[src/hw/rtl/udc7s_pkg.sv]
// Shared widths, register indexes, reset values and the segment decode for
// the four-digit up/down counter with seven-segment display.
// No dependencies.
`default_nettype none

package udc7s_pkg;

   // Field and register widths
   localparam int CountWidth    = 14;
   localparam int BeepWidth     = 16;
   localparam int SegWidth      = 7;
   localparam int NumDigits     = 4;
   localparam int ScanWidth     = 2;
   localparam int NumButtons    = 4;
   localparam int CsrIndexWidth = 2;
   localparam int CsrDataWidth  = 16;

   // Count limits and register reset values
   localparam logic [CountWidth-1:0] CountCeiling   = 14'd9999;
   localparam logic [CountWidth-1:0] MaxValueReset  = 14'd9999;
   localparam logic [BeepWidth-1:0]  BeepTicksReset = 16'd10000;

   // Configuration register indexes
   typedef enum logic [CsrIndexWidth-1:0] {
      CSR_MAX_VALUE  = 2'd0,
      CSR_BEEP_TICKS = 2'd1
   } csr_index_type;

   // Button positions in the level vector
   localparam int BtnUp    = 0;
   localparam int BtnDown  = 1;
   localparam int BtnPause = 2;
   localparam int BtnClear = 3;

   // Four decimal digits, ones in element 0
   typedef logic [NumDigits-1:0][3:0] bcd_type;

   // Decode one decimal digit to segments a..g in bits 0..6
   function automatic logic [SegWidth-1:0] seg_of(input logic [3:0] digit);
      logic [SegWidth-1:0] seg;
      case (digit)
         4'd0:    seg = 7'h3F;
         4'd1:    seg = 7'h06;
         4'd2:    seg = 7'h5B;
         4'd3:    seg = 7'h4F;
         4'd4:    seg = 7'h66;
         4'd5:    seg = 7'h6D;
         4'd6:    seg = 7'h7D;
         4'd7:    seg = 7'h07;
         4'd8:    seg = 7'h7F;
         4'd9:    seg = 7'h6F;
         default: seg = 7'h00;
      endcase
      return seg;
   endfunction

endpackage

`default_nettype wire

[src/hw/rtl/udc7s_req_if.sv]
// Scan tick channel: valid/ready handshake carrying the four button levels.
// No dependencies.
`default_nettype none

interface udc7s_req_if;
   logic valid;
   logic ready;
   logic up_pressed;
   logic down_pressed;
   logic pause_pressed;
   logic clear_pressed;

   modport source (output valid, output up_pressed, output down_pressed,
                   output pause_pressed, output clear_pressed, input ready);
   modport sink   (input valid, input up_pressed, input down_pressed,
                   input pause_pressed, input clear_pressed, output ready);
endinterface

`default_nettype wire

[src/hw/rtl/udc7s_rsp_if.sv]
// Result channel: valid/ready handshake carrying one display and LED update.
// Depends on udc7s_pkg for field widths.
`default_nettype none

interface udc7s_rsp_if;
   logic                                 valid;
   logic                                 ready;
   logic [udc7s_pkg::SegWidth-1:0]       segments;
   logic [udc7s_pkg::NumDigits-1:0]      digit_select_n;
   logic                                 run_led;
   logic                                 red_led;
   logic                                 buzzer;
   logic [udc7s_pkg::CountWidth-1:0]     count_value;

   modport source (output valid, output segments, output digit_select_n,
                   output run_led, output red_led, output buzzer,
                   output count_value, input ready);
   modport sink   (input valid, input segments, input digit_select_n,
                   input run_led, input red_led, input buzzer,
                   input count_value, output ready);
endinterface

`default_nettype wire

[src/hw/rtl/udc7s_csr_if.sv]
// Configuration write channel: valid/ready handshake with register index
// and write data. Depends on udc7s_pkg for widths.
`default_nettype none

interface udc7s_csr_if;
   logic                                  valid;
   logic                                  ready;
   logic [udc7s_pkg::CsrIndexWidth-1:0]   reg_index;
   logic [udc7s_pkg::CsrDataWidth-1:0]    wr_data;

   modport source (output valid, output reg_index, output wr_data, input ready);
   modport sink   (input valid, input reg_index, input wr_data, output ready);
endinterface

`default_nettype wire

[src/hw/rtl/up_down_counter_seven_segment.sv]
// Four-digit up/down counter with multiplexed seven-segment display.
// Depends on udc7s_pkg and the udc7s_req_if, udc7s_rsp_if, udc7s_csr_if interfaces.
//
// One scan tick is taken per clock cycle. Button edges, the count, the
// enable flag and the buzzer countdown are all updated at the transfer of a
// tick, and the matching result sits in the output register from the next
// cycle on. The tick channel stalls only while that register holds a result
// the sink has not taken in the same cycle, so the rate is one tick per
// cycle while the sink takes results. The count is kept both in binary and as
// four decimal digits, so the scanned digit is a plain select. Configuration
// writes are always ready and take effect for the next tick.
`default_nettype none

module up_down_counter_seven_segment (
   input  wire               clock,
   input  wire               reset,
   udc7s_req_if.sink         req_ch,
   udc7s_rsp_if.source       rsp_ch,
   udc7s_csr_if.sink         csr_ch
);

   // Configuration registers
   logic [udc7s_pkg::CountWidth-1:0] max_value_ff;
   logic [udc7s_pkg::BeepWidth-1:0]  beep_ticks_ff;

   // Counter state
   logic [udc7s_pkg::CountWidth-1:0] count_ff, count_in;
   udc7s_pkg::bcd_type               bcd_ff, bcd_in;
   logic                             enabled_ff, enabled_in;
   logic [udc7s_pkg::BeepWidth-1:0]  beep_left_ff, beep_left_in;
   logic [udc7s_pkg::NumButtons-1:0] last_levels_ff;
   logic [udc7s_pkg::ScanWidth-1:0]  scan_pos_ff;

   // Result register
   logic                             out_valid_ff;
   logic [udc7s_pkg::SegWidth-1:0]   segments_ff, segments_in;
   logic [udc7s_pkg::NumDigits-1:0]  digit_sel_ff, digit_sel_in;
   logic                             green_ff;
   logic                             buzzer_ff, buzzer_in;
   logic [udc7s_pkg::CountWidth-1:0] count_out_ff;

   // Tick datapath
   logic [udc7s_pkg::NumButtons-1:0] levels;
   logic [udc7s_pkg::NumButtons-1:0] rise;
   logic [udc7s_pkg::CountWidth-1:0] limit;
   logic [udc7s_pkg::CountWidth-1:0] count_up;
   udc7s_pkg::bcd_type               bcd_up;
   logic                             up_ok, down_ok;
   logic [udc7s_pkg::BeepWidth-1:0]  beep_load;
   logic                             req_xfer;

   // Add one to a four-digit decimal value
   function automatic udc7s_pkg::bcd_type bcd_inc(input udc7s_pkg::bcd_type v);
      udc7s_pkg::bcd_type r;
      logic               carry;
      r     = v;
      carry = 1'b1;
      for (int i = 0; i < udc7s_pkg::NumDigits; i++) begin
         if (carry) begin
            if (v[i] == 4'd9) begin
               r[i] = 4'd0;
            end else begin
               r[i]  = v[i] + 4'd1;
               carry = 1'b0;
            end
         end
      end
      return r;
   endfunction

   // Take one from a four-digit decimal value
   function automatic udc7s_pkg::bcd_type bcd_dec(input udc7s_pkg::bcd_type v);
      udc7s_pkg::bcd_type r;
      logic               borrow;
      r      = v;
      borrow = 1'b1;
      for (int i = 0; i < udc7s_pkg::NumDigits; i++) begin
         if (borrow) begin
            if (v[i] == 4'd0) begin
               r[i] = 4'd9;
            end else begin
               r[i]   = v[i] - 4'd1;
               borrow = 1'b0;
            end
         end
      end
      return r;
   endfunction

   // Accept a tick while the result register is empty or being drained
   assign req_ch.ready = !out_valid_ff || rsp_ch.ready;
   assign req_xfer     = req_ch.valid && req_ch.ready;
   assign csr_ch.ready = 1'b1;

   assign levels = {req_ch.clear_pressed, req_ch.pause_pressed,
                    req_ch.down_pressed, req_ch.up_pressed};
   assign rise   = levels & ~last_levels_ff;
   assign limit  = (max_value_ff > udc7s_pkg::CountCeiling) ?
                   udc7s_pkg::CountCeiling : max_value_ff;

   // Up step, then down step on the updated count, then pause and clear
   always_comb begin
      up_ok    = rise[udc7s_pkg::BtnUp] && enabled_ff && (count_ff < limit);
      count_up = up_ok ? count_ff + 14'd1 : count_ff;
      bcd_up   = up_ok ? bcd_inc(bcd_ff) : bcd_ff;

      down_ok  = rise[udc7s_pkg::BtnDown] && enabled_ff && (count_up != '0);
      count_in = down_ok ? count_up - 14'd1 : count_up;
      bcd_in   = down_ok ? bcd_dec(bcd_up) : bcd_up;

      enabled_in = enabled_ff ^ rise[udc7s_pkg::BtnPause];
      if (rise[udc7s_pkg::BtnClear]) begin
         count_in   = '0;
         bcd_in     = '0;
         enabled_in = 1'b0;
      end
   end

   // Reload the beep countdown on a step, then count it down
   always_comb begin
      beep_load    = (up_ok || down_ok) ? beep_ticks_ff : beep_left_ff;
      buzzer_in    = (beep_load != '0);
      beep_left_in = buzzer_in ? beep_load - 16'd1 : beep_load;
   end

   // Drive the scanned digit
   always_comb begin
      segments_in              = udc7s_pkg::seg_of(bcd_in[scan_pos_ff]);
      digit_sel_in             = '1;
      digit_sel_in[scan_pos_ff] = 1'b0;
   end

   // Configuration writes
   always_ff @(posedge clock) begin
      if (reset) begin
         max_value_ff  <= udc7s_pkg::MaxValueReset;
         beep_ticks_ff <= udc7s_pkg::BeepTicksReset;
      end else if (csr_ch.valid) begin
         unique case (csr_ch.reg_index)
            udc7s_pkg::CSR_MAX_VALUE:
               max_value_ff <= csr_ch.wr_data[udc7s_pkg::CountWidth-1:0];
            udc7s_pkg::CSR_BEEP_TICKS:
               beep_ticks_ff <= csr_ch.wr_data;
            default: ;
         endcase
      end
   end

   // Advance the counter state on each tick transfer
   always_ff @(posedge clock) begin
      if (reset) begin
         count_ff       <= '0;
         bcd_ff         <= '0;
         enabled_ff     <= 1'b0;
         beep_left_ff   <= '0;
         last_levels_ff <= '0;
         scan_pos_ff    <= '0;
      end else if (req_xfer) begin
         count_ff       <= count_in;
         bcd_ff         <= bcd_in;
         enabled_ff     <= enabled_in;
         beep_left_ff   <= beep_left_in;
         last_levels_ff <= levels;
         scan_pos_ff    <= scan_pos_ff + 2'd1;
      end
   end

   // Hold the result until the sink takes it
   always_ff @(posedge clock) begin
      if (reset) begin
         out_valid_ff <= 1'b0;
      end else if (req_xfer) begin
         out_valid_ff <= 1'b1;
      end else if (rsp_ch.ready) begin
         out_valid_ff <= 1'b0;
      end
   end

   always_ff @(posedge clock) begin
      if (req_xfer) begin
         segments_ff  <= segments_in;
         digit_sel_ff <= digit_sel_in;
         green_ff     <= enabled_in;
         buzzer_ff    <= buzzer_in;
         count_out_ff <= count_in;
      end
   end

   assign rsp_ch.valid          = out_valid_ff;
   assign rsp_ch.segments       = segments_ff;
   assign rsp_ch.digit_select_n = digit_sel_ff;
   assign rsp_ch.run_led        = green_ff;
   assign rsp_ch.red_led        = !green_ff;
   assign rsp_ch.buzzer         = buzzer_ff;
   assign rsp_ch.count_value    = count_out_ff;

endmodule

`default_nettype wire

[src/flat_wrapper.sv]
// flat-port wrapper written by rule: the top's interface ports become plain ports
module up_down_counter_seven_segment_flat 
  (clock, reset, req_ch_valid, req_ch_up_pressed, req_ch_down_pressed, req_ch_pause_pressed, req_ch_clear_pressed, req_ch_ready, rsp_ch_valid, rsp_ch_segments, rsp_ch_digit_select_n, rsp_ch_run_led, rsp_ch_red_led, rsp_ch_buzzer, rsp_ch_count_value, rsp_ch_ready, csr_ch_valid, csr_ch_reg_index, csr_ch_wr_data, csr_ch_ready);
  udc7s_req_if req_ch_i ();
  udc7s_rsp_if rsp_ch_i ();
  udc7s_csr_if csr_ch_i ();
  input  wire clock;
  input  wire reset;
  input wire logic [$bits(req_ch_i.valid)-1:0] req_ch_valid;
  input wire logic [$bits(req_ch_i.up_pressed)-1:0] req_ch_up_pressed;
  input wire logic [$bits(req_ch_i.down_pressed)-1:0] req_ch_down_pressed;
  input wire logic [$bits(req_ch_i.pause_pressed)-1:0] req_ch_pause_pressed;
  input wire logic [$bits(req_ch_i.clear_pressed)-1:0] req_ch_clear_pressed;
  output wire logic [$bits(req_ch_i.ready)-1:0] req_ch_ready;
  output wire logic [$bits(rsp_ch_i.valid)-1:0] rsp_ch_valid;
  output wire logic [$bits(rsp_ch_i.segments)-1:0] rsp_ch_segments;
  output wire logic [$bits(rsp_ch_i.digit_select_n)-1:0] rsp_ch_digit_select_n;
  output wire logic [$bits(rsp_ch_i.run_led)-1:0] rsp_ch_run_led;
  output wire logic [$bits(rsp_ch_i.red_led)-1:0] rsp_ch_red_led;
  output wire logic [$bits(rsp_ch_i.buzzer)-1:0] rsp_ch_buzzer;
  output wire logic [$bits(rsp_ch_i.count_value)-1:0] rsp_ch_count_value;
  input wire logic [$bits(rsp_ch_i.ready)-1:0] rsp_ch_ready;
  input wire logic [$bits(csr_ch_i.valid)-1:0] csr_ch_valid;
  input wire logic [$bits(csr_ch_i.reg_index)-1:0] csr_ch_reg_index;
  input wire logic [$bits(csr_ch_i.wr_data)-1:0] csr_ch_wr_data;
  output wire logic [$bits(csr_ch_i.ready)-1:0] csr_ch_ready;
  assign req_ch_i.valid = req_ch_valid;
  assign req_ch_i.up_pressed = req_ch_up_pressed;
  assign req_ch_i.down_pressed = req_ch_down_pressed;
  assign req_ch_i.pause_pressed = req_ch_pause_pressed;
  assign req_ch_i.clear_pressed = req_ch_clear_pressed;
  assign req_ch_ready = req_ch_i.ready;
  assign rsp_ch_valid = rsp_ch_i.valid;
  assign rsp_ch_segments = rsp_ch_i.segments;
  assign rsp_ch_digit_select_n = rsp_ch_i.digit_select_n;
  assign rsp_ch_run_led = rsp_ch_i.run_led;
  assign rsp_ch_red_led = rsp_ch_i.red_led;
  assign rsp_ch_buzzer = rsp_ch_i.buzzer;
  assign rsp_ch_count_value = rsp_ch_i.count_value;
  assign rsp_ch_i.ready = rsp_ch_ready;
  assign csr_ch_i.valid = csr_ch_valid;
  assign csr_ch_i.reg_index = csr_ch_reg_index;
  assign csr_ch_i.wr_data = csr_ch_wr_data;
  assign csr_ch_ready = csr_ch_i.ready;
  up_down_counter_seven_segment u_core (.clock(clock), .reset(reset), .req_ch(req_ch_i), .rsp_ch(rsp_ch_i), .csr_ch(csr_ch_i));
endmodule
[config.mk]
export PLATFORM = sky130hd
export DESIGN_NAME = up_down_counter_seven_segment_flat
export DESIGN_NICKNAME = d
export VERILOG_FILES = /design/src/hw/rtl/udc7s_pkg.sv /design/src/hw/rtl/udc7s_req_if.sv /design/src/hw/rtl/udc7s_rsp_if.sv /design/src/hw/rtl/udc7s_csr_if.sv /design/src/hw/rtl/up_down_counter_seven_segment.sv /design/src/flat_wrapper.sv
export SDC_FILE = /design/constraint.sdc
export NUM_CORES = 1
export LEC_CHECK = 0
export BUFFER_PORTS_ARGS = -buffer_cell sky130_fd_sc_hd__buf_2
export CORE_UTILIZATION = 60
export DETAILED_ROUTE_END_ITERATION = 12
export GPL_TIMING_DRIVEN = 1
export PLACE_DENSITY = 0.8
export SYNTH_ARGS = -nofsm -noshare
export SYNTH_HDL_FRONTEND = slang
export SYNTH_SLANG_ARGS = --single-unit
[constraint.sdc]
create_clock -name clock -period 8.2 [get_ports clock]
set_input_delay 0.41 -clock clock [delete_from_list [all_inputs] [get_ports clock]]
set_output_delay 0.41 -clock clock [all_outputs]
set_load 0.005 [all_outputs]
==> flow_summary.ini <==
[synthesis]
syn-cell-area_mm2 = 0.00740
ys_ff_latch = 111
synth_edf_count = 27
yosys_warnings = 0
synth_area_leader_cell = dfxtp_1
ys_seq_area_frac = 0.337
ys_types = 78
ys_top_cells_by_area = dfxtp_1, edfxtp_1, nand2_1
synth.avg_cell_area_um2 = 7.98
synthArstFlopShare = 0
syn_inst = 928
synthesis.nets = 990
netlist.area_leader.share = 0.227
synth-main-ff-cell = dfxtp_1

[setup_path]
r2r_start = u_core.max_value_ff[4]$_SDFFE_PP0P_
crit_path_end_kind = flip-flop
crit_slowest_cell = a311o_1
rr_endpoint = u_core.beep_left_ff[8]$_SDFFE_PP0P_
crit_path_max_incr_delay_ns = 0.43
startpoint_type = flip-flop
r2r_slack_ns = 1.01
r2r_cells = 28
cp.arrival_ns = 7.45
required_ns = 8.45
path_max_fanout = 21
crit_type = reg2reg

[cts]
cts_tree = done
clk_latency_ns = 0.37
cts_num_sinks = 111
clock_path_buffers = 2
numCtsBuffers = 9
post_cts_buffers = 0
hold_buffers = 0
ctsRootBufferMaster = clkbuf_16
clk_pin_slew_ns = 0.08
h-tree-depth = 3
cts_resized = 0

[floorplan]
die_h_um = 113
initial_utilization = 0.616
ioPinCount = 58
die_x_um = 113
rows = 40
die_area_mm2 = 0.0128
coreArea_mm2 = 0.0120

[sta]
fin_crit_ns = 7.19
final.setup.worst_slack_ns = 1.01
finClkSkew_ns = 0.00960
slew_violations = 0
fmax_mhz = 139
fin_crit_sh = 0.877
max_slew_margin = 0.281
tightest_slew_ns = 1.08
hold_viol_final = 0
final-setup-viol-count = 0
rsz0062_at_grt = no
tns_ns = 0

[global_routing]
first_global_vias = 6314
grt-ovfl-total = 0
grt_pass1_wl_um = 31000
grtUsageTotal = 0.304
antenna_found_initial = 0
grt_start_max_net_pins = 72

[routing]
ant_nets = 0
routed_wl_um = 18700
wl_per_cell_um = 16.9
dr.max_layer_used = met4
vias = 6995
drc_errors = 0
initialDrtViolationCount = 734
drt-met1-wl_um = 8170
route.met2.wl_um = 8550
vias_per_cell = 6.34
dr_wl_met3_um = 1430
dr.pass1.iters = 5

[placed_design]
placedCellCount = 1087
post-dp-hpwl_um = 13000
preCtsSetupSlack_ns = 1.09
dpl_cell_area_mm2 = 0.00773
gp_congestion = 0.948
numPortBuffers = 56

[layout]
area_growth_pct = 8.28
fillCellCount = 1035
insertedDiodeCount = 0
fin_area_mm2 = 0.00801
fin_util = 0.667
fin_cells = 1103
drive_above_1_share = 0.118
layout.nets = 1013

[power_and_ir_drop]
power_density_mw_per_mm2 = 173
ir_drop_v = 0.000155
p_leak_nw = 3.04

[outcome]
outcome = complete, no violations

[min_path]
holdPathStages = 3
min_path_type = in2reg
holdCritStartpoint = csr_ch_wr_data[2]
min_to = u_core.max_value_ff[2]$_SDFFE_PP1P_

[job]
max_cap_violations = 0
-- sequential cells by signal, summed over array words and instances, names as in the netlist --
register                      flops
u_core.bcd_ff                    16
u_core.beep_left_ff              16
u_core.beep_ticks_ff             16
u_core.count_ff                  14
u_core.enabled_ff                 1
u_core.last_levels_ff             4
u_core.max_value_ff              14
u_core.rsp_ch.buzzer              1
u_core.rsp_ch.count_value        14
u_core.rsp_ch.digit_select_n      4
u_core.rsp_ch.run_led             1
u_core.rsp_ch.segments            7
u_core.rsp_ch.valid               1
u_core.scan_pos_ff                2
-- power by group --
group	total (mW)	switching (mW)	internal (mW)
logic	0.323	0.196	0.127
clock network	0.423	0.212	0.211
registers	0.642	0.0384	0.604
-- cell usage in the layout (no fill, tap or decap), types with 26 or more instances in the layout --
cell	Yosys	layout
a21oi_1	82	82
buf_2	7	56
dfxtp_1	84	84
edfxtp_1	27	27
ha_1	35	35
inv_1	26	26
mux2i_1	38	38
nand2_1	161	160
nand3_1	28	28
nor2_1	91	91
nor3_1	26	26
o21ai_0	35	35
xnor2_1	26	26
-- worst max-delay path: cells and delay by family (launching register included) --
| kind | cells | cell delay (ns) |
|---|---|---|
| and+or+nand+nor | 11 | 2.58 |
| AOI/OAI and AO/OA | 10 | 2.41 |
| adders and majority gates | 3 | 0.76 |
| DFF | 1 | 0.33 |
| buffers and inverters | 2 | 0.46 |
| muxes | 2 | 0.49 |
-- cell usage after synthesis, types with 6 or more instances --
master / instances
nor4_1: 6
a21o_1: 8
or3_1: 8
edfxtp_1: 27
nor3_1: 26
clkbuf_1: 40
a211oi_1: 6
and3_1: 10
o31ai_1: 7
nor2_1: 91
xor2_1: 11
nand4_1: 6
inv_1: 26
nand2b_1: 6
a22oi_1: 11
o21ai_0: 35
buf_2: 7
a31oi_1: 13
nand3_1: 28
a21oi_1: 82
nand2_1: 161
xnor2_1: 26
o2111ai_1: 10
ha_1: 35
mux2_2: 8
mux2i_1: 38
and2_1: 6
dfxtp_1: 84
-- area by class of cell --
cell class                 count  area [um2]  area share
clock buffer                  10         229      0.0286
multi-input combinational    735        4590       0.573
timing repair buffer          67         363      0.0453
clock inverter                 6        51.3     0.00640
tap                          147         184      0.0230
inverter                      27         101      0.0126
sequential                   111        2490       0.311
-- worst max-delay path by stage --
stage	start	to	slack (ns)	cells past startpoint
4_1_cts	u_core.max_value_ff[4]$_SDFFE_PP0P_	u_core.beep_left_ff[8]$_SDFFE_PP0P_	1.08	28
3_3_place_gp	u_core.max_value_ff[4]$_SDFFE_PP0P_	u_core.beep_left_ff[8]$_SDFFE_PP0P_	1.33	28
5_1_grt	u_core.max_value_ff[5]$_SDFFE_PP0P_	u_core.beep_left_ff[8]$_SDFFE_PP0P_	0.28	28
6_report	u_core.max_value_ff[4]$_SDFFE_PP0P_	u_core.beep_left_ff[8]$_SDFFE_PP0P_	1.01	28
2_1_floorplan	u_core.max_value_ff[4]$_SDFFE_PP0P_	u_core.beep_left_ff[9]$_SDFFE_PP0P_	1.14	30
3_5_place_dp	u_core.max_value_ff[4]$_SDFFE_PP0P_	u_core.beep_left_ff[8]$_SDFFE_PP0P_	1.09	28
-- layer usage --
layer,vias up,global-route usage
met4,0,0.130
met3,43,0.0520
li1,3408,-
met5,-,0
met2,297,0.472
met1,3247,0.418
-- cells by family after synthesis --
logic type               share of synthesized area
multiplexers                                0.0636
adder cells (fa/ha/maj)                     0.0592
AND/OR/NAND/NOR                              0.229
other                                     0.000507
buffers and inverters                       0.0448
flip-flops                                   0.337
XOR/XNOR                                    0.0438
AO/OA/AOI/OAI                                0.222
-- stage by stage --
stage	hold slack (ns)	power, mW
after floorplan	0.437	0.895
after CTS	0.267	1.39
after global routing	0.270	1.46
after detailed placement	0.455	0.969
final	0.274	1.39
after global placement	0.447	0.965
Power figures use the tool's default switching activity.
